--- config.mk ---
export PLATFORM = sky130hd
export DESIGN_NAME = mbrot_queue
export DESIGN_NICKNAME = d
export VERILOG_FILES = /design/src/rtl/core/mandelbrot_escape_time_macros.svh /design/src/rtl/core/mbrot_pkg.sv /design/src/rtl/core/mbrot_queue.sv
export SDC_FILE = /design/constraint.sdc
export NUM_CORES = 1
export LEC_CHECK = 0
export ABC_AREA = 1
export BUFFER_PORTS_ARGS = -buffer_cell sky130_fd_sc_hd__buf_2
export CORE_UTILIZATION = 56
export DETAILED_ROUTE_END_ITERATION = 7
export GPL_TIMING_DRIVEN = 0
export HOLD_SLACK_MARGIN = 0.15
export PLACE_DENSITY = 0.89
export SETUP_SLACK_MARGIN = 0.5
export SLEW_MARGIN = 15
export SYNTH_ARGS = -nofsm -noshare
export SYNTH_HDL_FRONTEND = slang
export SYNTH_SLANG_ARGS = --single-unit
--- constraint.sdc ---
create_clock -name clk -period 9 [get_ports clk]
set_input_delay 0.9 -clock clk [delete_from_list [all_inputs] [get_ports clk]]
set_output_delay 0.9 -clock clk [all_outputs]
set_load 0.01 [all_outputs]
--- src/rtl/core/mandelbrot_escape_time_macros.svh ---
// ============================================================================
// Mandelbrot escape-time assertion macros
// Concurrent assertion shorthands on clk and arst_n; empty under synthesis.
// ============================================================================
`ifndef MANDELBROT_ESCAPE_TIME_MACROS_SVH
`define MANDELBROT_ESCAPE_TIME_MACROS_SVH
`ifndef SYNTHESIS
// Same-cycle implication.
`define MBROT_ASSERT_IMP(label, ante, cons, msg) \
	label: assert property (@(posedge clk) disable iff (!arst_n) (ante) |-> (cons)) \
		else $error(msg);
// Next-cycle implication.
`define MBROT_ASSERT_NXT(label, ante, cons, msg) \
	label: assert property (@(posedge clk) disable iff (!arst_n) (ante) |=> (cons)) \
		else $error(msg);
`else
`define MBROT_ASSERT_IMP(label, ante, cons, msg)
`define MBROT_ASSERT_NXT(label, ante, cons, msg)
`endif
`endif

--- src/rtl/core/mbrot_pkg.sv ---
// ============================================================================
// Mandelbrot escape-time package
// Shared widths, register map, job and result types, sequencer states and
// the saturation helpers of the Q8.56 datapath.
// ============================================================================
`default_nettype none

package mbrot_pkg;

	localparam int unsigned MAX_SIDE    = 4096;
	localparam int unsigned FRAC_BITS   = 56;
	localparam int unsigned COORD_W     = 64;
	localparam int unsigned PROD_W      = 2 * COORD_W;
	localparam int unsigned PIX_W       = 12;
	localparam int unsigned SIDE_W      = 13;
	localparam int unsigned ITER_W      = 16;
	localparam int unsigned INDEX_W     = 24;
	localparam int unsigned ADDR_W      = 6;
	localparam int unsigned REG_LSB     = 3;
	localparam int unsigned REG_IDX_W   = ADDR_W - REG_LSB;
	localparam int unsigned QUEUE_DEPTH = 2;

	localparam logic [SIDE_W-1:0] MAX_SIDE_V = SIDE_W'(MAX_SIDE);

	// |z|^2 escape bound: 4.0 at 2*FRAC_BITS fraction bits
	localparam logic [PROD_W-1:0] ESC_THRESH = PROD_W'(1) << (2 * FRAC_BITS + 2);

	// register indexes (byte address / 8)
	localparam logic [REG_IDX_W-1:0] REG_ORIGIN_X = 3'd0;
	localparam logic [REG_IDX_W-1:0] REG_ORIGIN_Y = 3'd1;
	localparam logic [REG_IDX_W-1:0] REG_STEP_X   = 3'd2;
	localparam logic [REG_IDX_W-1:0] REG_STEP_Y   = 3'd3;
	localparam logic [REG_IDX_W-1:0] REG_WIDTH    = 3'd4;
	localparam logic [REG_IDX_W-1:0] REG_HEIGHT   = 3'd5;
	localparam logic [REG_IDX_W-1:0] REG_MAX_ITER = 3'd6;

	localparam logic [COORD_W-1:0] ORIGIN_RST   = '0;
	localparam logic [COORD_W-1:0] STEP_RST     = '0;
	localparam logic [SIDE_W-1:0]  SIDE_RST     = 13'd1024;
	localparam logic [ITER_W-1:0]  MAX_ITER_RST = 16'd256;

	typedef struct packed {
		logic [COORD_W-1:0] origin_x;
		logic [COORD_W-1:0] origin_y;
		logic [COORD_W-1:0] step_x;
		logic [COORD_W-1:0] step_y;
		logic [SIDE_W-1:0]  width;
		logic [SIDE_W-1:0]  height;
		logic [ITER_W-1:0]  max_iter;
	} cfg_t;

	typedef struct packed {
		logic [PIX_W-1:0]   px;
		logic [PIX_W-1:0]   py;
		logic [INDEX_W-1:0] idx;
	} job_t;

	typedef struct packed {
		logic [ITER_W-1:0]  count;
		logic [INDEX_W-1:0] index;
	} res_t;

	typedef enum logic [2:0] {
		MP_IDLE,
		MP_LL,
		MP_LH,
		MP_HL,
		MP_HH,
		MP_LAST,
		MP_SIGN
	} mul_state_t;

	typedef enum logic [2:0] {
		BK_IDLE,
		BK_MAP,
		BK_MAP_WAIT,
		BK_LOOP,
		BK_SQ_WAIT,
		BK_SUM,
		BK_UPD,
		BK_EMIT
	} back_state_t;

	function automatic logic [PROD_W-1:0] sext128(input logic [COORD_W-1:0] v);
		return {{COORD_W{v[COORD_W-1]}}, v};
	endfunction

	// clamp a wide two's complement value to the signed 64-bit range
	function automatic logic [COORD_W-1:0] sat64(input logic [PROD_W-1:0] v);
		logic all_ones;
		logic all_zeros;
		all_ones  = &v[PROD_W-1:COORD_W-1];
		all_zeros = ~|v[PROD_W-1:COORD_W-1];
		if (all_ones || all_zeros) begin
			return v[COORD_W-1:0];
		end else if (v[PROD_W-1]) begin
			return {1'b1, {(COORD_W-1){1'b0}}};
		end else begin
			return {1'b0, {(COORD_W-1){1'b1}}};
		end
	endfunction

endpackage

`default_nettype wire

--- src/rtl/core/mbrot_queue.sv ---
// ============================================================================
// Mandelbrot job queue
// Short FIFO of pixel jobs between the front end and the iteration engine.
// ============================================================================
`default_nettype none

module mbrot_queue (
	input  logic            clk,
	input  logic            arst_n,
	input  logic            push,
	input  mbrot_pkg::job_t push_data,
	output logic            full,
	input  logic            pop,
	output mbrot_pkg::job_t pop_data,
	output logic            avail
);
	import mbrot_pkg::*;

	localparam int unsigned PTR_W = (QUEUE_DEPTH > 1) ? $clog2(QUEUE_DEPTH) : 1;
	localparam int unsigned CNT_W = $clog2(QUEUE_DEPTH + 1);
	localparam logic [PTR_W-1:0] LAST_PTR = PTR_W'(QUEUE_DEPTH - 1);

	job_t              mem_q [QUEUE_DEPTH];
	logic [PTR_W-1:0]  wr_ptr_q;
	logic [PTR_W-1:0]  rd_ptr_q;
	logic [CNT_W-1:0]  count_q;

	assign full     = (count_q == CNT_W'(QUEUE_DEPTH));
	assign avail    = (count_q != '0);
	assign pop_data = mem_q[rd_ptr_q];

	always_ff @(posedge clk or negedge arst_n) begin
		if (!arst_n) begin
			wr_ptr_q <= '0;
			rd_ptr_q <= '0;
			count_q  <= '0;
		end else begin
			if (push) begin
				wr_ptr_q <= (wr_ptr_q == LAST_PTR) ? '0 : wr_ptr_q + 1'b1;
			end
			if (pop) begin
				rd_ptr_q <= (rd_ptr_q == LAST_PTR) ? '0 : rd_ptr_q + 1'b1;
			end
			case ({push, pop})
				2'b10:   count_q <= count_q + 1'b1;
				2'b01:   count_q <= count_q - 1'b1;
				default: count_q <= count_q;
			endcase
		end
	end

	always_ff @(posedge clk) begin
		if (push) begin
			mem_q[wr_ptr_q] <= push_data;
		end
	end

endmodule

`default_nettype wire

==> flow_summary.yaml, run 1 <==
timing:
  period_share: 0.259
  rsz0062_at_grt: "false"
  timing.final.ws_setup_ns: 6.67
  worst_pin_slew_ns: 0.828
  finalSetupViolations: 0
  min_period_ns: 2.33
  hold_viol_final: 0
  max_freq_mhz: 429
  max-slew-margin-rel: 0.447
  whs_ns: 0.332
  drv_slew: 0
  skew_ns: 0.00904
  setup_tns_ns: 0
pwr:
  ir_drop_mv: 0.181
  leakage_nw: 2.08
  power_density_nw_per_um2: 302
clock_network:
  clk_latency_ns: 0.36
  path_clk_slew_ns: 0.10
  cts_tree: "done"
  post_cts_resized: 0
  numCtsBuffers: 9
  clock_path_buffers: 2
  root_buffer: "clkbuf_8"
  cts.sinks: 100
  h-tree-depth: 3
  postCtsSetupBuffers: 0
  cts_hold_buf: 0
synth:
  yosysMostFrequentCell: "edfxtp_1"
  synth_area_leader_cell: "edfxtp_1"
  synth_ff_type: "edfxtp_1"
  synthCells: 275
  yosysWarnings: 0
  ys_types: 19
  synth_edf_count: 96
  netlist_top_cells_count: "96 x edfxtp_1, 54 x inv_1, 30 x nand2_2, 30 x o21ai_2, 24 x nand2_1"
  yosysSeqAreaShare: 0.745
  syn-num-nets: 328
  synthTopCellsByArea: "edfxtp_1 72%, o21ai_2 6.6%, inv_1 5.1%"
  yosysTopAreaCellShare: 0.720
  synth-seq-cells: 100
  avgSynthCellArea_um2: 14.6
  async_reset_ff_frac: 0.0400
  netlist_area_um2: 4010
global_route:
  grt_pass1_vias: 2355
  antenna_found_initial: 0
  track_usage: 0.198
  grt_max_degree: 26
  grt_pass1_wl_um: 10800
  gr-total-overflow: 0
setup_path:
  regToRegSetupSlack_ns: 7.32
  critPathCaptureType: "output pin"
  r2r_end: "mem_q[0][35]"
  arrival_ns: 1.43
  rr_startpoint: "wr_ptr_q"
  critPathCapture: "pop_data[29]"
  startpoint: "rd_ptr_q"
  crit_path_start_kind: "flip-flop"
  crit_required_ns: 8.10
  crit_type: "flip-flop to output pin"
  r2r_cells: 2
  cp_max_fo: 10
final_layout:
  syn_to_final_growth_pct: 21.3
  nNetsFinal: 442
  layout-drive-gt1-share: 0.482
  nFillCells: 491
  final_util: 0.707
  num_antenna_cells: 0
detailed_routing:
  totalWireLength_um: 6920
  detail_route.first_pass.iterations: 6
  via_count: 2364
  drt-wirelength-per-cell_um: 14.1
  drtIter0Drc: 124
  viasPerCell: 4.82
  route.detailed.drc: 0
  drtAntennaViolNets: 0
place:
  dpl_worst_slack_ns: 6.67
  portBuffers: 101
  place_congestion: 0.664
  detailed_place_hpwl_um: 4850
status:
  status: "finished, final reports clean"
floorplan:
  num_rows: 30
  dieArea_um2: 7490
  core_area_um2: 6870
  start_util: 0.583
  die_w_um: 86.6
  num_io_pins: 102
  die_h_um: 86.6
hold_path:
  hold_path_class: "input pin to asynchronous set/reset pin"
flow_run:
  drv_cap: 0
-- placed cells by master (no fill, tap or decap), types with 2 or more instances in the layout --
cell	synthesis	layout
inv_6	0	3
o21ai_0	17	17
edfxtp_1	96	96
clkbuf_1	0	2
nand2_1	24	24
buf_2	2	103
clkbuf_8	0	9
o21ai_2	30	30
clkbuf_4	3	3
xor2_1	2	2
buf_12	4	5
inv_1	54	53
nand2_2	30	30
dfrtp_1	4	4
-- metal layers --
| layer | up-vias | track usage | wire length [um] |
|---|---|---|---|
| li1 | 1166 | - | - |
| met1 | 1112 | 0.217 | 2670 |
| met2 | 71 | 0.356 | 3760 |
| met3 | 15 | 0.0524 | 312 |
| met4 | 0 | 0.0939 | 186 |
| met5 | - | 0 | 0 |
-- cells by family after synthesis --
group / synth area share
xor gates and xnor gates: 0.00656
and+or+nand+nor: 0.0740
adders and majority gates: 0.00312
AOI/OAI and AO/OA: 0.0881
DFF: 0.745
buffers and inverters: 0.0834
-- worst max-delay path, stage by stage (launching register included) --
cell      delay [ns]
dfrtp_1         0.38
buf_6           0.13
clkbuf_4        0.22
o21ai_1         0.19
buf_2           0.16
-- layout make-up --
type                       count  area (um^2)  share of cell area
sequential                   100         2980               0.614
tap                           96          120              0.0247
clock inverter                 5         42.5             0.00875
buffer                        11          131              0.0270
timing repair buffer         103          553               0.114
multi-input combinational    110          696               0.143
inverter                      54          203              0.0417
clock buffer                  11          131              0.0270
-- worst min path at each step --
| stage | to | slack (ns) |
|---|---|---|
| floorplan | count_q[1] | 0.44 |
| global placement | count_q[1] | 0.46 |
| detailed placement | count_q[0] | 0.53 |
| CTS | wr_ptr_q | 0.33 |
| global route | wr_ptr_q | 0.31 |
| finish | wr_ptr_q | 0.33 |
-- flip-flops by register name (all words and copies together) (netlist names) --
register and count:
count_q 2, mem_q 96, rd_ptr_q 1, wr_ptr_q 1
-- through the flow --
stage,instances,power (mW),cell area (um^2)
6_report,490,1.47,4860
5_1_grt,490,1.55,4860
4_1_cts,490,1.48,4860
3_5_place_dp,474,1.23,4690
3_3_place_gp,472,1.20,4630
2_1_floorplan,275,1.02,4010
-- power by group --
group	internal, mW	leakage (nW)	switching, mW
Clock	0.104	0.0849	0.154
Sequential	0.618	0.948	0.0302
Combinational	0.228	1.05	0.333
Total	0.950	2.08	0.517
(Power assumes the default switching activity.)
==> run 2: changes to the inputs <==
--- a/config.mk
+++ b/config.mk
@@ -7,11 +7,11 @@
 export LEC_CHECK = 0
 export ABC_AREA = 1
 export BUFFER_PORTS_ARGS = -buffer_cell sky130_fd_sc_hd__buf_2
-export CORE_UTILIZATION = 56
+export CORE_UTILIZATION = 47
 export DETAILED_ROUTE_END_ITERATION = 7
 export GPL_TIMING_DRIVEN = 0
 export HOLD_SLACK_MARGIN = 0.15
-export PLACE_DENSITY = 0.89
+export PLACE_DENSITY = 0.8
 export SETUP_SLACK_MARGIN = 0.5
 export SLEW_MARGIN = 15
 export SYNTH_ARGS = -nofsm -noshare
==> constraint.sdc (replaced) <==
create_clock -name clk -period 1.9 [get_ports clk]
set_input_delay 0.19 -clock clk [delete_from_list [all_inputs] [get_ports clk]]
set_output_delay 0.19 -clock clk [all_outputs]
set_load 0.01 [all_outputs]
==> run 2 against run 1 <==
Flip-flop and latch count did not move. Largest power group is now combinational logic. Final area rose by 17%. Largest cell class unchanged. First-iteration DRC count fell by 38%. Non-clock buffer count rose by 62. Sequential share of layout area fell by 8.7 points. Utilization fell by 1.8 points. Critical path type unchanged. Clock power rose to 5.7 times the previous value. Critical path depth rose by 2. Via count rose by 13%. Routed wire length rose by 20%. Register-to-register slack got worse by 6.8 ns. Clock-buffer cell count did not move.
==> flow_summary.yaml, run 2 (same netlist as run 1, synthesis figures left out) <==
setup_path:
  critPathCaptureType: "output pin"
  critPathBufInv: 4
  critical_path.most_common_cell: "buf_12"
  critical_path.max_stage_delay_ns: 0.40
  crit_type: "flip-flop to output pin"
  path_cells: "buf_8 > buf_12 > buf_12 > nand2_2 > o21ai_2 > buf_2"
  critPathSlowestCell: "dfrtp_1"
  crit_required_ns: 1.71
  cp_max_fo: 10
  crit_family: "buffers and inverters"
  arrival_ns: 1.45
  crit_path_start_kind: "flip-flop"
clock_network:
  root_buffer: "clkbuf_8"
  numCtsBuffers: 9
  h-tree-depth: 3
  clk_latency_ns: 0.35
  clock_path_buffers: 2
  cts.sinks: 100
  path_clk_slew_ns: 0.09
  cts_tree: "done"
timing:
  setup_tns_ns: 0
  skew_ns: 0.00970
  worst_pin_slew_ns: 0.401
  timing.final.ws_setup_ns: 0.259
  max_freq_mhz: 609
  rsz0062_at_grt: "true"
  min_period_ns: 1.64
  max-slew-margin-rel: 0.732
  period_share: 0.864
  hold_viol_final: 0
  finalSetupViolations: 0
  drv_slew: 0
final_layout:
  top_regs: "mem_q x96, count_q x2"
  fin_area_um2: 5670
  layout-drive-gt1-share: 0.457
  mostFrequentLayoutCells: "101 x buf_2, 96 x edfxtp_1, 53 x inv_1"
  syn_to_final_growth_pct: 41.5
  top_register: "mem_q"
  num_antenna_cells: 0
  multiInputGateArea_um2: 728
  nNetsFinal: 508
  stdcell_count: 565
  largest_reg_flops: 96
  layout_commonest_cell: "buf_2"
  nFillCells: 586
  seq_area_um2: 2980
detailed_routing:
  detail_route.first_pass.iterations: 4
  totalWireLength_um: 8330
  drtIter0Drc: 77
  viasPerCell: 4.72
  via_count: 2668
  drtAntennaViolNets: 0
  route.detailed.drc: 0
  drt-wirelength-per-cell_um: 14.8
place:
  placed_cell_area_um2: 4680
  portBuffers: 101
  dp.cells: 482
  dpl_worst_slack_ns: -0.0925
  detailed_place_hpwl_um: 4510
  place_congestion: 0.628
flow_run:
  drv_cap: 0
global_route:
  globalRouteMet1Util: 0.204
  grt_max_degree: 25
  met2_usage: 0.364
  grt_pass1_wl_um: 12600
  track_usage: 0.194
  met3_usage: 0.0445
  gr-total-overflow: 0
  busiest_layer: "met2"
  antenna_found_initial: 0
  grt_pass1_vias: 2763
floorplan:
  num_io_pins: 102
  num_rows: 33
  die_h_um: 94.3
  dieArea_um2: 8890
  die_w_um: 94.3
  core_area_um2: 8220
  start_util: 0.487
pwr:
  ir_drop_mv: 0.716
  leakage_nw: 2.42
  power_density_nw_per_um2: 1370
hold_path:
  hold_path_class: "input pin to flip-flop"
status:
  status: "finished, final reports clean"
-- run 2: area by class of cell --
cell class	count	area share
buffer	11	0.0309
clock buffer	11	0.0250
clock inverter	5	0.0150
inverter	54	0.0364
multi-input combinational	111	0.129
sequential	100	0.527
tap	105	0.0232
timing repair buffer	165	0.210
timing repair inverter	3	0.00398
-- run 2: worst paths after layout --
path / slack (ns) / depth (start not counted) / startpoint / to
hold reg to reg: 0.50 / 2 / count_q[1] / count_q[1]
hold / removal: 0.41 / 3 / push / mem_q[1][1]
min in group asynchronous: 0.69 / 3 / arst_n / wr_ptr_q
setup / recovery: 0.26 / 6 / rd_ptr_q / pop_data[3]
setup reg to reg: 0.54 / 3 / wr_ptr_q / mem_q[1][32]
max in group asynchronous: 0.86 / 4 / arst_n / count_q[1]
-- run 2: per-layer routing --
metal | vias up | part of all wire
met5 | - | 0
met4 | 0 | 0.019
met3 | 15 | 0.038
met2 | 80 | 0.54
met1 | 1292 | 0.40
li1 | 1281 | -
-- run 2: tightest hold or removal path, stage by stage --
cell	delay (ns)
buf_2	0.12
nand2_2	0.17
clkinvlp_4	0.15
-- run 2: repair_timing --
item	CTS	global route
hold endpoints to repair	102	0
pin swaps	1	0
resized for setup	18	11
hold buffers	53	0
buffers inserted	2	6
cloned	3	3
setup endpoints to repair	144	110
-- run 2: report_power, final --
part | leakage [nW] | total, mW | switching, mW | internal (mW)
clock | 0.110 | 1.48 | 0.700 | 0.783
combinational | 1.36 | 3.17 | 1.75 | 1.42
sequential | 0.948 | 3.08 | 0.156 | 2.92
total | 2.42 | 7.74 | 2.61 | 5.13
-- run 2: through the flow --
stage           util  total power [mW]  hold slack [ns]
5_1_grt        0.690              8.17            0.406
3_3_place_gp   0.567              5.71          0.00108
4_1_cts        0.673              7.56            0.422
2_1_floorplan      -              4.84           -0.106
6_report       0.690              7.74            0.412
3_5_place_dp   0.569              5.80          0.00484
