==> config.mk <==
export PLATFORM = sky130hd
export DESIGN_NAME = mbrot_front
export DESIGN_NICKNAME = d
export VERILOG_FILES = /design/src/rtl/core/mandelbrot_escape_time_macros.svh /design/src/rtl/core/mbrot_pkg.sv /design/src/rtl/core/mbrot_front.sv
export SDC_FILE = /design/constraint.sdc
export NUM_CORES = 1
export LEC_CHECK = 0
export BUFFER_PORTS_ARGS = -buffer_cell sky130_fd_sc_hd__buf_4
export CORE_AREA = 3 3 145 147
export DETAILED_ROUTE_END_ITERATION = 7
export DIE_AREA = 0 0 148 150
export SYNTH_ARGS = -nofsm -noshare
export SYNTH_HDL_FRONTEND = slang
export SYNTH_SLANG_ARGS = --single-unit
==> constraint.sdc <==
create_clock -name clk -period 7.9 [get_ports clk]
set_input_delay 0.79 -clock clk [delete_from_list [all_inputs] [get_ports clk]]
set_output_delay 0.79 -clock clk [all_outputs]
set_load 0.05 [all_outputs]
==> src/rtl/core/mandelbrot_escape_time_macros.svh <==
// ============================================================================
// Mandelbrot escape-time assertion macros
// Concurrent assertion shorthands on clk and arst_n; empty under synthesis.
// ============================================================================
`ifndef MANDELBROT_ESCAPE_TIME_MACROS_SVH
`define MANDELBROT_ESCAPE_TIME_MACROS_SVH
`ifndef SYNTHESIS
// Same-cycle implication.
`define MBROT_ASSERT_IMP(label, ante, cons, msg) \
	label: assert property (@(posedge clk) disable iff (!arst_n) (ante) |-> (cons)) \
		else $error(msg);
// Next-cycle implication.
`define MBROT_ASSERT_NXT(label, ante, cons, msg) \
	label: assert property (@(posedge clk) disable iff (!arst_n) (ante) |=> (cons)) \
		else $error(msg);
`else
`define MBROT_ASSERT_IMP(label, ante, cons, msg)
`define MBROT_ASSERT_NXT(label, ante, cons, msg)
`endif
`endif

==> src/rtl/core/mbrot_pkg.sv <==
// ============================================================================
// Mandelbrot escape-time package
// Shared widths, register map, job and result types, sequencer states and
// the saturation helpers of the Q8.56 datapath.
// ============================================================================
`default_nettype none

package mbrot_pkg;

	localparam int unsigned MAX_SIDE    = 4096;
	localparam int unsigned FRAC_BITS   = 56;
	localparam int unsigned COORD_W     = 64;
	localparam int unsigned PROD_W      = 2 * COORD_W;
	localparam int unsigned PIX_W       = 12;
	localparam int unsigned SIDE_W      = 13;
	localparam int unsigned ITER_W      = 16;
	localparam int unsigned INDEX_W     = 24;
	localparam int unsigned ADDR_W      = 6;
	localparam int unsigned REG_LSB     = 3;
	localparam int unsigned REG_IDX_W   = ADDR_W - REG_LSB;
	localparam int unsigned QUEUE_DEPTH = 2;

	localparam logic [SIDE_W-1:0] MAX_SIDE_V = SIDE_W'(MAX_SIDE);

	// |z|^2 escape bound: 4.0 at 2*FRAC_BITS fraction bits
	localparam logic [PROD_W-1:0] ESC_THRESH = PROD_W'(1) << (2 * FRAC_BITS + 2);

	// register indexes (byte address / 8)
	localparam logic [REG_IDX_W-1:0] REG_ORIGIN_X = 3'd0;
	localparam logic [REG_IDX_W-1:0] REG_ORIGIN_Y = 3'd1;
	localparam logic [REG_IDX_W-1:0] REG_STEP_X   = 3'd2;
	localparam logic [REG_IDX_W-1:0] REG_STEP_Y   = 3'd3;
	localparam logic [REG_IDX_W-1:0] REG_WIDTH    = 3'd4;
	localparam logic [REG_IDX_W-1:0] REG_HEIGHT   = 3'd5;
	localparam logic [REG_IDX_W-1:0] REG_MAX_ITER = 3'd6;

	localparam logic [COORD_W-1:0] ORIGIN_RST   = '0;
	localparam logic [COORD_W-1:0] STEP_RST     = '0;
	localparam logic [SIDE_W-1:0]  SIDE_RST     = 13'd1024;
	localparam logic [ITER_W-1:0]  MAX_ITER_RST = 16'd256;

	typedef struct packed {
		logic [COORD_W-1:0] origin_x;
		logic [COORD_W-1:0] origin_y;
		logic [COORD_W-1:0] step_x;
		logic [COORD_W-1:0] step_y;
		logic [SIDE_W-1:0]  width;
		logic [SIDE_W-1:0]  height;
		logic [ITER_W-1:0]  max_iter;
	} cfg_t;

	typedef struct packed {
		logic [PIX_W-1:0]   px;
		logic [PIX_W-1:0]   py;
		logic [INDEX_W-1:0] idx;
	} job_t;

	typedef struct packed {
		logic [ITER_W-1:0]  count;
		logic [INDEX_W-1:0] index;
	} res_t;

	typedef enum logic [2:0] {
		MP_IDLE,
		MP_LL,
		MP_LH,
		MP_HL,
		MP_HH,
		MP_LAST,
		MP_SIGN
	} mul_state_t;

	typedef enum logic [2:0] {
		BK_IDLE,
		BK_MAP,
		BK_MAP_WAIT,
		BK_LOOP,
		BK_SQ_WAIT,
		BK_SUM,
		BK_UPD,
		BK_EMIT
	} back_state_t;

	function automatic logic [PROD_W-1:0] sext128(input logic [COORD_W-1:0] v);
		return {{COORD_W{v[COORD_W-1]}}, v};
	endfunction

	// clamp a wide two's complement value to the signed 64-bit range
	function automatic logic [COORD_W-1:0] sat64(input logic [PROD_W-1:0] v);
		logic all_ones;
		logic all_zeros;
		all_ones  = &v[PROD_W-1:COORD_W-1];
		all_zeros = ~|v[PROD_W-1:COORD_W-1];
		if (all_ones || all_zeros) begin
			return v[COORD_W-1:0];
		end else if (v[PROD_W-1]) begin
			return {1'b1, {(COORD_W-1){1'b0}}};
		end else begin
			return {1'b0, {(COORD_W-1){1'b1}}};
		end
	endfunction

endpackage

`default_nettype wire

==> src/rtl/core/mbrot_front.sv <==
// ============================================================================
// Mandelbrot front end
// Takes pixel transfers, drops pixels outside the region and pushes in-range
// pixels with their row-major index into the job queue.
// ============================================================================
`default_nettype none

module mbrot_front (
	input  logic                       clk,
	input  logic                       arst_n,
	input  logic                       pix_valid,
	output logic                       pix_stall,
	input  logic [mbrot_pkg::PIX_W-1:0] pixel_x,
	input  logic [mbrot_pkg::PIX_W-1:0] pixel_y,
	input  mbrot_pkg::cfg_t            cfg,
	input  logic                       q_full,
	output logic                       push,
	output mbrot_pkg::job_t            job
);
	import mbrot_pkg::*;

	logic                     valid_s1;
	logic [PIX_W-1:0]         px_s1;
	logic [PIX_W-1:0]         py_s1;
	logic [SIDE_W-1:0]        w_eff;
	logic [SIDE_W-1:0]        h_eff;
	logic                     in_range;
	logic                     advance;
	logic                     take;
	logic [PIX_W+SIDE_W-1:0]  idx_full;

	// oversized sides count as MAX_SIDE
	assign w_eff = (cfg.width > MAX_SIDE_V) ? MAX_SIDE_V : cfg.width;
	assign h_eff = (cfg.height > MAX_SIDE_V) ? MAX_SIDE_V : cfg.height;

	assign in_range = (SIDE_W'(px_s1) < w_eff) && (SIDE_W'(py_s1) < h_eff);
	assign idx_full = (PIX_W+SIDE_W)'(py_s1) * (PIX_W+SIDE_W)'(w_eff)
		+ (PIX_W+SIDE_W)'(px_s1);

	// drop out-of-range pixels at once, hold in-range ones until the queue has room
	assign advance   = valid_s1 && (!in_range || !q_full);
	assign push      = valid_s1 && in_range && !q_full;
	assign pix_stall = valid_s1 && !advance;
	assign take      = pix_valid && !pix_stall;

	assign job.px  = px_s1;
	assign job.py  = py_s1;
	assign job.idx = idx_full[INDEX_W-1:0];

	always_ff @(posedge clk or negedge arst_n) begin
		if (!arst_n) begin
			valid_s1 <= 1'b0;
		end else if (take) begin
			valid_s1 <= 1'b1;
		end else if (advance) begin
			valid_s1 <= 1'b0;
		end
	end

	always_ff @(posedge clk) begin
		if (take) begin
			px_s1 <= pixel_x;
			py_s1 <= pixel_y;
		end
	end

endmodule

`default_nettype wire

==> flow_summary.json, run 1 <==
{
  "ys_seq_area_share_pct": 10.7,
  "synth.avg_cell_area_um2": 8.99,
  "reg2reg_to": "px_s1[3]$_DFFE_PP_",
  "io_buffer_count": 103,
  "cts_resized": 0,
  "final_nets": 1406,
  "dp_hpwl_mm": 13.9,
  "hold_viol": 0,
  "met2RoutedLength_mm": 7.24,
  "start_kind": "input pin",
  "cts_tree": "yes",
  "synth_mux_area_share_pct": 0.144,
  "synth_enable_flop_cells": 24,
  "rows": 52,
  "fin_setup_tns_ps": 0,
  "instances_no_fill": 1139,
  "route.detailed.drc": 0,
  "place_inst": 1135,
  "worst-path-max-fanout": 27,
  "detailed_place.area_um2": 8080,
  "maxSlewHeadroom_pct": 33.5,
  "yosys.area_share.adder_pct": 50.6,
  "power_density_nw_per_um2": 323,
  "initial_core_util_pct": 34.8,
  "fin_ws_ps": 519,
  "synth-simple-area-share_pct": 17.5,
  "synth.largest_area_cell": "fa_1",
  "crit_type": "input pin to output pin",
  "wire_per_inst_um": 14.4,
  "rsz0062_at_grt": "false",
  "crit_chain": "buf_4, nor2b_1, nand2_1, fa_1, inv_1, fa_1, fa_1, fa_1, inv_1, fa_1, inv_1, ha_1, a21oi_1, o21ai_0, or3_1, o21ai_2, o31a_1, nor3_1, a311o_1, buf_4",
  "netlist.area_leader.share_pct": 34.5,
  "synth_warnings": 0,
  "worstMarginPinSlew_ps": 998,
  "coreArea_um2": 20000,
  "grt_overflow": 0,
  "synth-seq-cells": 25,
  "dr.pass1.iters": 4,
  "final_area_um2": 8160,
  "r2r_setup_slack_ps": 4880,
  "met1_length_mm": 7.44,
  "fmax_ghz": 0.135,
  "clockBufferDepth": 2,
  "netlist_area_um2": 6970,
  "clk_latency_ps": 260,
  "crit_top_cell": "fa_1",
  "ioPinCount": 376,
  "die_h_um": 150,
  "synth-async-reset-ratio_pct": 4.00,
  "ir_drop_mv": 0.348,
  "grt_max_degree": 28,
  "max_stage_delay_ps": 550,
  "worst_hold_path_type": "input pin to asynchronous set/reset pin",
  "fin_crit_sh_pct": 93.4,
  "cts.sinks": 25,
  "antenna_found_initial": 0,
  "grt_use_total_pct": 15.6,
  "via_per_inst": 4.60,
  "areaGrowthSynthToFinish_pct": 17.1,
  "die_area_um2": 22200,
  "synthXorXnorAreaFrac_pct": 2.64,
  "arrival_ps": 6590,
  "setup_viol": 0,
  "die-width_um": 148,
  "slew_violations": 0,
  "crit_path_end_kind": "output pin",
  "required_ps": 7110,
  "wl_met3_mm": 1.45,
  "clock_skew_ps": 2.62,
  "top_layer": "met4",
  "first_global_vias": 5694,
  "syn_inst": 775,
  "ys_types": 44,
  "r2r_start": "py_s1[4]$_DFFE_PP_",
  "cp_num_buf_inv": 5,
  "outcome": "finished, final reports clean",
  "cap_violations": 0,
  "ant_nets": 0,
  "synth_ff_type": "edfxtp_1",
  "vias": 5234,
  "cts_htree_levels": 1,
  "totalWireLength_mm": 16.4,
  "cellLeakagePower_uw": 0.00429,
  "r2r_cells": 6,
  "ctsRootBufferMaster": "clkbuf_16",
  "slowest_stage": "fa_1",
  "synthTopCellsByArea": "fa_1 (34%), ha_1 (16%), edfxtp_1 (10%), inv_1 (10%), and2_1 (7.4%)",
  "synth_compound_gate_area_share_pct": 6.43,
  "n_antenna_cell": 0,
  "cts_setup_buffers": 0,
  "grt_pass1_wl_mm": 28.1,
  "numCtsBuffers": 3,
  "hold_buffers": 0,
  "critPathTopFamily": "adder cells",
  "synth_nets": 1311,
  "fin_total_pwr_uw": 2630,
  "min_period_ps": 7380,
  "preCtsSetupSlack_ps": 480,
  "drive_gt1_share_pct": 15.4,
  "gp_congestion": 0.781,
  "drt_iter0_markers": 150,
  "clkTransAtPathRegs_ps": 60,
  "synth_top_family_by_area": "adder cells"
}
## cell type report
type / count / area, um2
fillers: 2070 / 11900
multi-input cells: 531 / 5390
repair buffers: 118 / 886
flip-flops and latches: 25 / 746
inverters: 191 / 717
well taps: 270 / 338
clock buffers: 3 / 75.1
clock inverters: 1 / 5.00
## cells by family (layout without fill, tap and decap cells)
| family | Yosys count | after routing |
|---|---|---|
| compound gates | 63 | 63 |
| buf+inv | 219 | 313 |
| simple gates | 236 | 236 |
| flops | 25 | 25 |
| xor+xnor | 21 | 21 |
| mux | 1 | 1 |
| fa+ha+maj | 210 | 210 |
## layout by cell type (no fill, tap or decap), types with 3 or more instances in the layout
cell type  netlist  layout
a21o_1          14      14
a21o_2           3       3
a21oi_1         21      21
and2_1          82      82
buf_4            0     118
clkbuf_16        0       3
edfxtp_1        24      24
fa_1           120     120
ha_1            90      90
inv_1          191     191
nand2_1         85      85
nand2b_1        14      14
nand3_1          4       4
nand4_1          7       7
nor2_1          18      18
nor2b_1         13      13
nor3_1           4       4
o21ai_0          6       6
xnor2_1         14      14
xor2_1           7       7
## state kept, by name (all words and copies together), names as in the netlist
signal,count
py_s1,12
px_s1,12
valid_s1,1
## worst max-delay path by stage
stage	start	endpoint	cells past startpoint
after floorplan	cfg[41]	job[22]	20
after global placement	cfg[41]	job[20]	20
after detailed placement	cfg[41]	job[20]	20
after CTS	cfg[41]	job[20]	20
after global routing	cfg[41]	job[20]	20
final	cfg[41]	job[20]	20
## power breakdown
group	total (uW)	switching [uW]	internal (uW)
Combinational	2340	1560	780
Sequential	180	22.4	157
Clock	111	42.9	68.2
## metal layers
metal	global-route usage, %	up-vias
met1	21.1	2551
met2	25.1	137
met3	4.54	15
li1	-	2531
met5	0	-
met4	3.23	0
## through the flow
stage               hold slack, ps  util [%]
global route                   295      40.7
detailed placement             579      40.3
finish                         302      40.7
global placement               579      40.3
floorplan                      494         -
CTS                            299      40.7
## synth_stat cells (2+ instances only)
cell type	number
nor2_1	18
xnor2_1	14
o21bai_1	2
or3b_1	2
ha_1	90
edfxtp_1	24
nor2b_1	13
o21ai_0	6
a21o_2	3
clkbuf_1	27
nand4b_1	2
inv_1	191
nand4_1	7
a21o_1	14
a211oi_1	2
a21oi_1	21
nor3_1	4
fa_1	120
o211ai_1	2
xor2_1	7
and2_1	82
a21oi_2	2
nand2b_1	14
nand3_1	4
nand2_1	85
Note: power is estimated with default switching activity, not from simulation.
==> run 2: changes to the inputs <==
--- a/config.mk
+++ b/config.mk
@@ -6,9 +6,9 @@
 export NUM_CORES = 1
 export LEC_CHECK = 0
 export BUFFER_PORTS_ARGS = -buffer_cell sky130_fd_sc_hd__buf_4
-export CORE_AREA = 3 3 145 147
+export CORE_AREA = 3 3 146 148
 export DETAILED_ROUTE_END_ITERATION = 7
-export DIE_AREA = 0 0 148 150
+export DIE_AREA = 0 0 149 151
 export SYNTH_ARGS = -nofsm -noshare
 export SYNTH_HDL_FRONTEND = slang
 export SYNTH_SLANG_ARGS = --single-unit
==> constraint.sdc (replaced) <==
create_clock -name clk -period 8.3 [get_ports clk]
set_input_delay 0.83 -clock clk [delete_from_list [all_inputs] [get_ports clk]]
set_output_delay 0.83 -clock clk [all_outputs]
set_load 0.05 [all_outputs]
==> run 2 against run 1 <==
Hold slack improved by 41 ps. Setup slack better by 280 ps. Cell area shrank 0.18%. Utilization decreased by 0.34 points. Register-to-register slack better by 530 ps. Wire length is 1.3% higher. Sequential power fell by 3%. Highest routed layer unchanged. First-iteration DRC count rose by 33%. Combinational power fell by 4%. Flip-flop and latch count unchanged.
==> flow_summary.json, run 2 (same netlist as run 1, synthesis figures left out) <==
{
  "dr.pass1.iters": 4,
  "areaGrowthSynthToFinish_pct": 16.9,
  "setup_viol": 0,
  "outcome": "finished, final reports clean",
  "ir_drop_mv": 0.317,
  "worstMarginPinSlew_ps": 1020,
  "initial_core_util_pct": 34.5,
  "vias": 5192,
  "fmax_ghz": 0.133,
  "cts_resized": 0,
  "ant_nets": 0,
  "dp_hpwl_mm": 14.0,
  "wire_per_inst_um": 14.6,
  "grt_pass1_wl_mm": 28.3,
  "instances_no_fill": 1137,
  "coreArea_um2": 20200,
  "via_per_inst": 4.57,
  "io_buffer_count": 103,
  "rows": 52,
  "whs_ps": 343,
  "hold_viol": 0,
  "first_global_vias": 5507,
  "worst_hold_path_type": "input pin to asynchronous set/reset pin",
  "die_h_um": 151,
  "cts_tree": "yes",
  "final_cell_mix": "inv_1 (191), fa_1 (120), buf_4 (116), ha_1 (90), nand2_1 (85)",
  "required_ps": 7470,
  "clk_latency_ps": 260,
  "final_common_cell": "inv_1",
  "grt_use_total_pct": 15.6,
  "clockBufferDepth": 2,
  "die-width_um": 149,
  "start_kind": "input pin",
  "rsz0062_at_grt": "false",
  "cellLeakagePower_uw": 0.00428,
  "drive_gt1_share_pct": 15.2,
  "preCtsSetupSlack_ps": 775,
  "cts_setup_buffers": 0,
  "fin_crit_sh_pct": 90.3,
  "slew_violations": 0,
  "fin_setup_tns_ps": 0,
  "clkTransAtPathRegs_ps": 60,
  "ctsRootBufferMaster": "clkbuf_16",
  "fin_ws_ps": 804,
  "hold_buffers": 0,
  "arrival_ps": 6670,
  "clock_skew_ps": 1.26,
  "worst-path-max-fanout": 27,
  "n_antenna_cell": 0,
  "grt_overflow": 0,
  "cts.sinks": 25,
  "route.detailed.drc": 0,
  "ioPinCount": 376,
  "drt_iter0_markers": 199,
  "die_area_um2": 22500,
  "reg.largest.list": "px_s1 (12), py_s1 (12), valid_s1 (1)",
  "power_density_nw_per_um2": 310,
  "gp_congestion": 0.751,
  "totalWireLength_mm": 16.6,
  "grt_max_degree": 28,
  "min_period_ps": 7500,
  "cts_htree_levels": 1,
  "crit_path_end_kind": "output pin",
  "maxSlewHeadroom_pct": 32.3,
  "crit_type": "input pin to output pin",
  "numCtsBuffers": 3,
  "antenna_found_initial": 0,
  "final_nets": 1404,
  "cap_violations": 0,
  "place_inst": 1133
}
-- run 2: final cells by class --
type	count	area, um2
clock inverters	1	5.00
well taps	270	338
repair buffers	116	871
fillers	2100	12000
multi-input cells	531	5390
flip-flops and latches	25	746
clock buffers	3	75.1
inverters	191	717
-- run 2: metal layers --
layer | track usage, % | routed length, um | up-vias
met2 | 25.5 | 7430 | 140
met4 | 2.15 | 92 | 0
li1 | - | - | 2526
met5 | 0 | 0 | -
met1 | 21.2 | 7530 | 2521
met3 | 4.58 | 1540 | 5
-- run 2: worst paths after layout --
kind	slack, ps	start	cells past startpoint	endpoint
max in group asynchronous	7870	arst_n	1	valid_s1$_DFFE_PN0P_
min in group clk	750	pixel_x[10]	1	px_s1[10]$_DFFE_PP_
min	340	arst_n	1	valid_s1$_DFFE_PN0P_
max reg2reg	5410	py_s1[6]$_DFFE_PP_	9	py_s1[1]$_DFFE_PP_
min reg2reg	750	valid_s1$_DFFE_PN0P_	4	valid_s1$_DFFE_PN0P_
max	800	cfg[41]	20	job[20]
-- run 2: worst max-delay path, cell delays in order --
cell     delay [ps]
buf_4           200
nor2b_1         570
nand2_1         170
fa_1            560
inv_1            50
fa_1            540
fa_1            450
fa_1            540
inv_1            50
fa_1            530
inv_1            40
ha_1            360
a21oi_1         150
o21ai_0         160
or3_1           350
o21ai_2         210
o31a_1          310
nor3_1           90
a311o_1         270
buf_4           190
-- run 2: per-stage QoR --
stage | cell area [um2] | utilization, % | power (uW)
floorplan | 6970 | - | 1810
global placement | 8060 | 40.0 | 2440
detailed placement | 8060 | 40.0 | 2450
CTS | 8140 | 40.4 | 2570
global route | 8140 | 40.4 | 2770
finish | 8140 | 40.4 | 2520
-- run 2: where the power goes --
part | internal (uW) | total, uW | switching (uW)
Clock | 64.8 | 104 | 39.2
Combinational | 739 | 2250 | 1510
Sequential | 150 | 174 | 24.0
==> run 3: changes to the inputs <==
--- a/config.mk
+++ b/config.mk
@@ -5,10 +5,10 @@
 export SDC_FILE = /design/constraint.sdc
 export NUM_CORES = 1
 export LEC_CHECK = 0
-export BUFFER_PORTS_ARGS = -buffer_cell sky130_fd_sc_hd__buf_4
-export CORE_AREA = 3 3 146 148
+export CORE_AREA = 3 3 145 147
 export DETAILED_ROUTE_END_ITERATION = 7
-export DIE_AREA = 0 0 149 151
+export DIE_AREA = 0 0 148 150
+export DONT_BUFFER_PORTS = 1
 export SYNTH_ARGS = -nofsm -noshare
 export SYNTH_HDL_FRONTEND = slang
 export SYNTH_SLANG_ARGS = --single-unit
==> run 3 against run 2 <==
Power decreased by 2.7%. Wire length is 6.1% lower. Combinational power down 4%. Cell area is 7.4% lower. Die area fell by 1.3%. Cell count decreased by 7.1%. Non-clock buffer count decreased by 81. Global-route usage shrank 1.3 points. Utilization shrank 2.7 points. Clock-buffer cell count unchanged. Hold slack lost 74 ps. Critical path type unchanged. Largest cell class unchanged. Largest power group unchanged. Highest routed layer unchanged.
==> flow_summary.json, run 3 (same netlist as run 1, synthesis figures left out) <==
{
  "hold_buffers": 0,
  "clockBufferDepth": 2,
  "cellLeakagePower_uw": 0.00389,
  "cts_resized": 0,
  "io_buffer_count": 0,
  "dp_hpwl_mm": 13.5,
  "clock_skew_ps": 1.41,
  "fin_crit_sh_pct": 86.1,
  "n_antenna_cell": 0,
  "drt_iter0_markers": 111,
  "cts_tree": "yes",
  "clk_latency_ps": 250,
  "final_common_cell": "inv_1",
  "setup_viol": 0,
  "final_nets": 1323,
  "post-route-util_pct": 37.6,
  "dr.pass1.iters": 4,
  "wire_per_inst_um": 14.8,
  "fin_setup_tns_ps": 0,
  "clkTransAtPathRegs_ps": 60,
  "ctsRootBufferMaster": "clkbuf_16",
  "via_per_inst": 4.64,
  "outcome": "finished, final reports clean",
  "cts_setup_buffers": 0,
  "crit_type": "input pin to output pin",
  "final_cell_mix": "inv_1 (191), fa_1 (120), ha_1 (90), nand2_1 (85), and2_1 (82)",
  "die-width_um": 148,
  "first_global_vias": 5160,
  "min_period_ps": 7140,
  "worst_hold_path_type": "input pin to asynchronous set/reset pin",
  "arrival_ps": 6310,
  "drive_gt1_share_pct": 6.62,
  "grt_use_total_pct": 14.4,
  "cts.sinks": 25,
  "required_ps": 7470,
  "areaGrowthSynthToFinish_pct": 8.26,
  "ir_drop_mv": 0.325,
  "grt_pass1_wl_mm": 25.8,
  "gp_congestion": 0.776,
  "initial_core_util_pct": 34.8,
  "vias": 4897,
  "slew_violations": 0,
  "numCtsBuffers": 3,
  "maxSlewHeadroom_pct": 21.8,
  "cap_violations": 0,
  "crit_path_end_kind": "output pin",
  "fmax_ghz": 0.140,
  "worstMarginPinSlew_ps": 1170,
  "cts_htree_levels": 1,
  "hold_viol": 0,
  "die_h_um": 150,
  "rsz0062_at_grt": "false",
  "coreArea_um2": 20000,
  "route.detailed.drc": 0,
  "start_kind": "input pin",
  "die_area_um2": 22200,
  "fin_total_pwr_uw": 2460,
  "antenna_found_initial": 0,
  "rows": 52,
  "grt_overflow": 0,
  "reg.largest.list": "px_s1 (12), py_s1 (12), valid_s1 (1)",
  "grt_max_degree": 28,
  "totalWireLength_mm": 15.6,
  "ant_nets": 0,
  "power_density_nw_per_um2": 326,
  "worst-path-max-fanout": 8,
  "ioPinCount": 376
}
==> run 3: cell types whose count changed in the layout (fill, tap and decap cells not counted) <==
cell / before / now
o311ai_0: 1 / 0
o311ai_2: 0 / 1
buf_4: 116 / 35
==> run 3: final timing paths <==
check | from | endpoint | slack, ps | cells past startpoint
worst max-delay path | cfg[31] | job[20] | 1160 | 18
worst min-delay path | arst_n | valid_s1$_DFFE_PN0P_ | 270 | 0
worst max register to register | py_s1[1]$_DFFE_PP_ | px_s1[0]$_DFFE_PP_ | 5120 | 7
worst min register to register | valid_s1$_DFFE_PN0P_ | valid_s1$_DFFE_PN0P_ | 780 | 4
max in group asynchronous | arst_n | valid_s1$_DFFE_PN0P_ | 7970 | 0
min in group clk | pixel_y[11] | py_s1[11]$_DFFE_PP_ | 670 | 0
==> run 3: metal layers <==
layer  vias up  GRT usage [%]  wire length (um)
met3         8           4.63              1340
met5         -              0                 0
met1      2410           18.4              7030
li1       2361              -                 -
met4         0           2.03               113
met2       118           24.4              7110
==> run 3: power breakdown <==
group | switching, uW | internal [uW] | total (uW)
combinational | 1470 | 699 | 2170
clock | 35.3 | 64.6 | 99.9
sequential | 38.6 | 150 | 189
total | 1540 | 914 | 2460
==> run 3: area by class of cell <==
| class | count | area, um2 |
|---|---|---|
| fillers | 2086 | 12500 |
| multi-input cells | 531 | 5400 |
| flip-flops and latches | 25 | 746 |
| inverters | 191 | 717 |
| well taps | 270 | 338 |
| repair buffers | 35 | 263 |
| clock buffers | 3 | 75.1 |
| clock inverters | 1 | 5.00 |
==> run 3: critical path, stage by stage <==
cell and delay, ps:
nor2b_1 460, buf_4 270, nand2_1 80, fa_1 360, inv_1 90, fa_1 440, fa_1 500, fa_1 540
inv_1 50, fa_1 530, inv_1 40, ha_1 360, a21oi_1 150, o21ai_0 120, or3_1 340, o21ai_2 220
o31a_1 330, a311o_1 580
==> run 3: through the flow <==
| stage | worst slack, ps | cell area (um2) | hold slack (ps) | std cells |
|---|---|---|---|---|
| 6_report | 1160 | 7540 | 269 | 1056 |
| 5_1_grt | 837 | 7540 | 259 | 1056 |
| 4_1_cts | 1080 | 7540 | 264 | 1056 |
| 3_5_place_dp | 1090 | 7460 | 535 | 1052 |
| 3_3_place_gp | 1100 | 7460 | 535 | 1052 |
| 2_1_floorplan | 259 | 6970 | 534 | 775 |
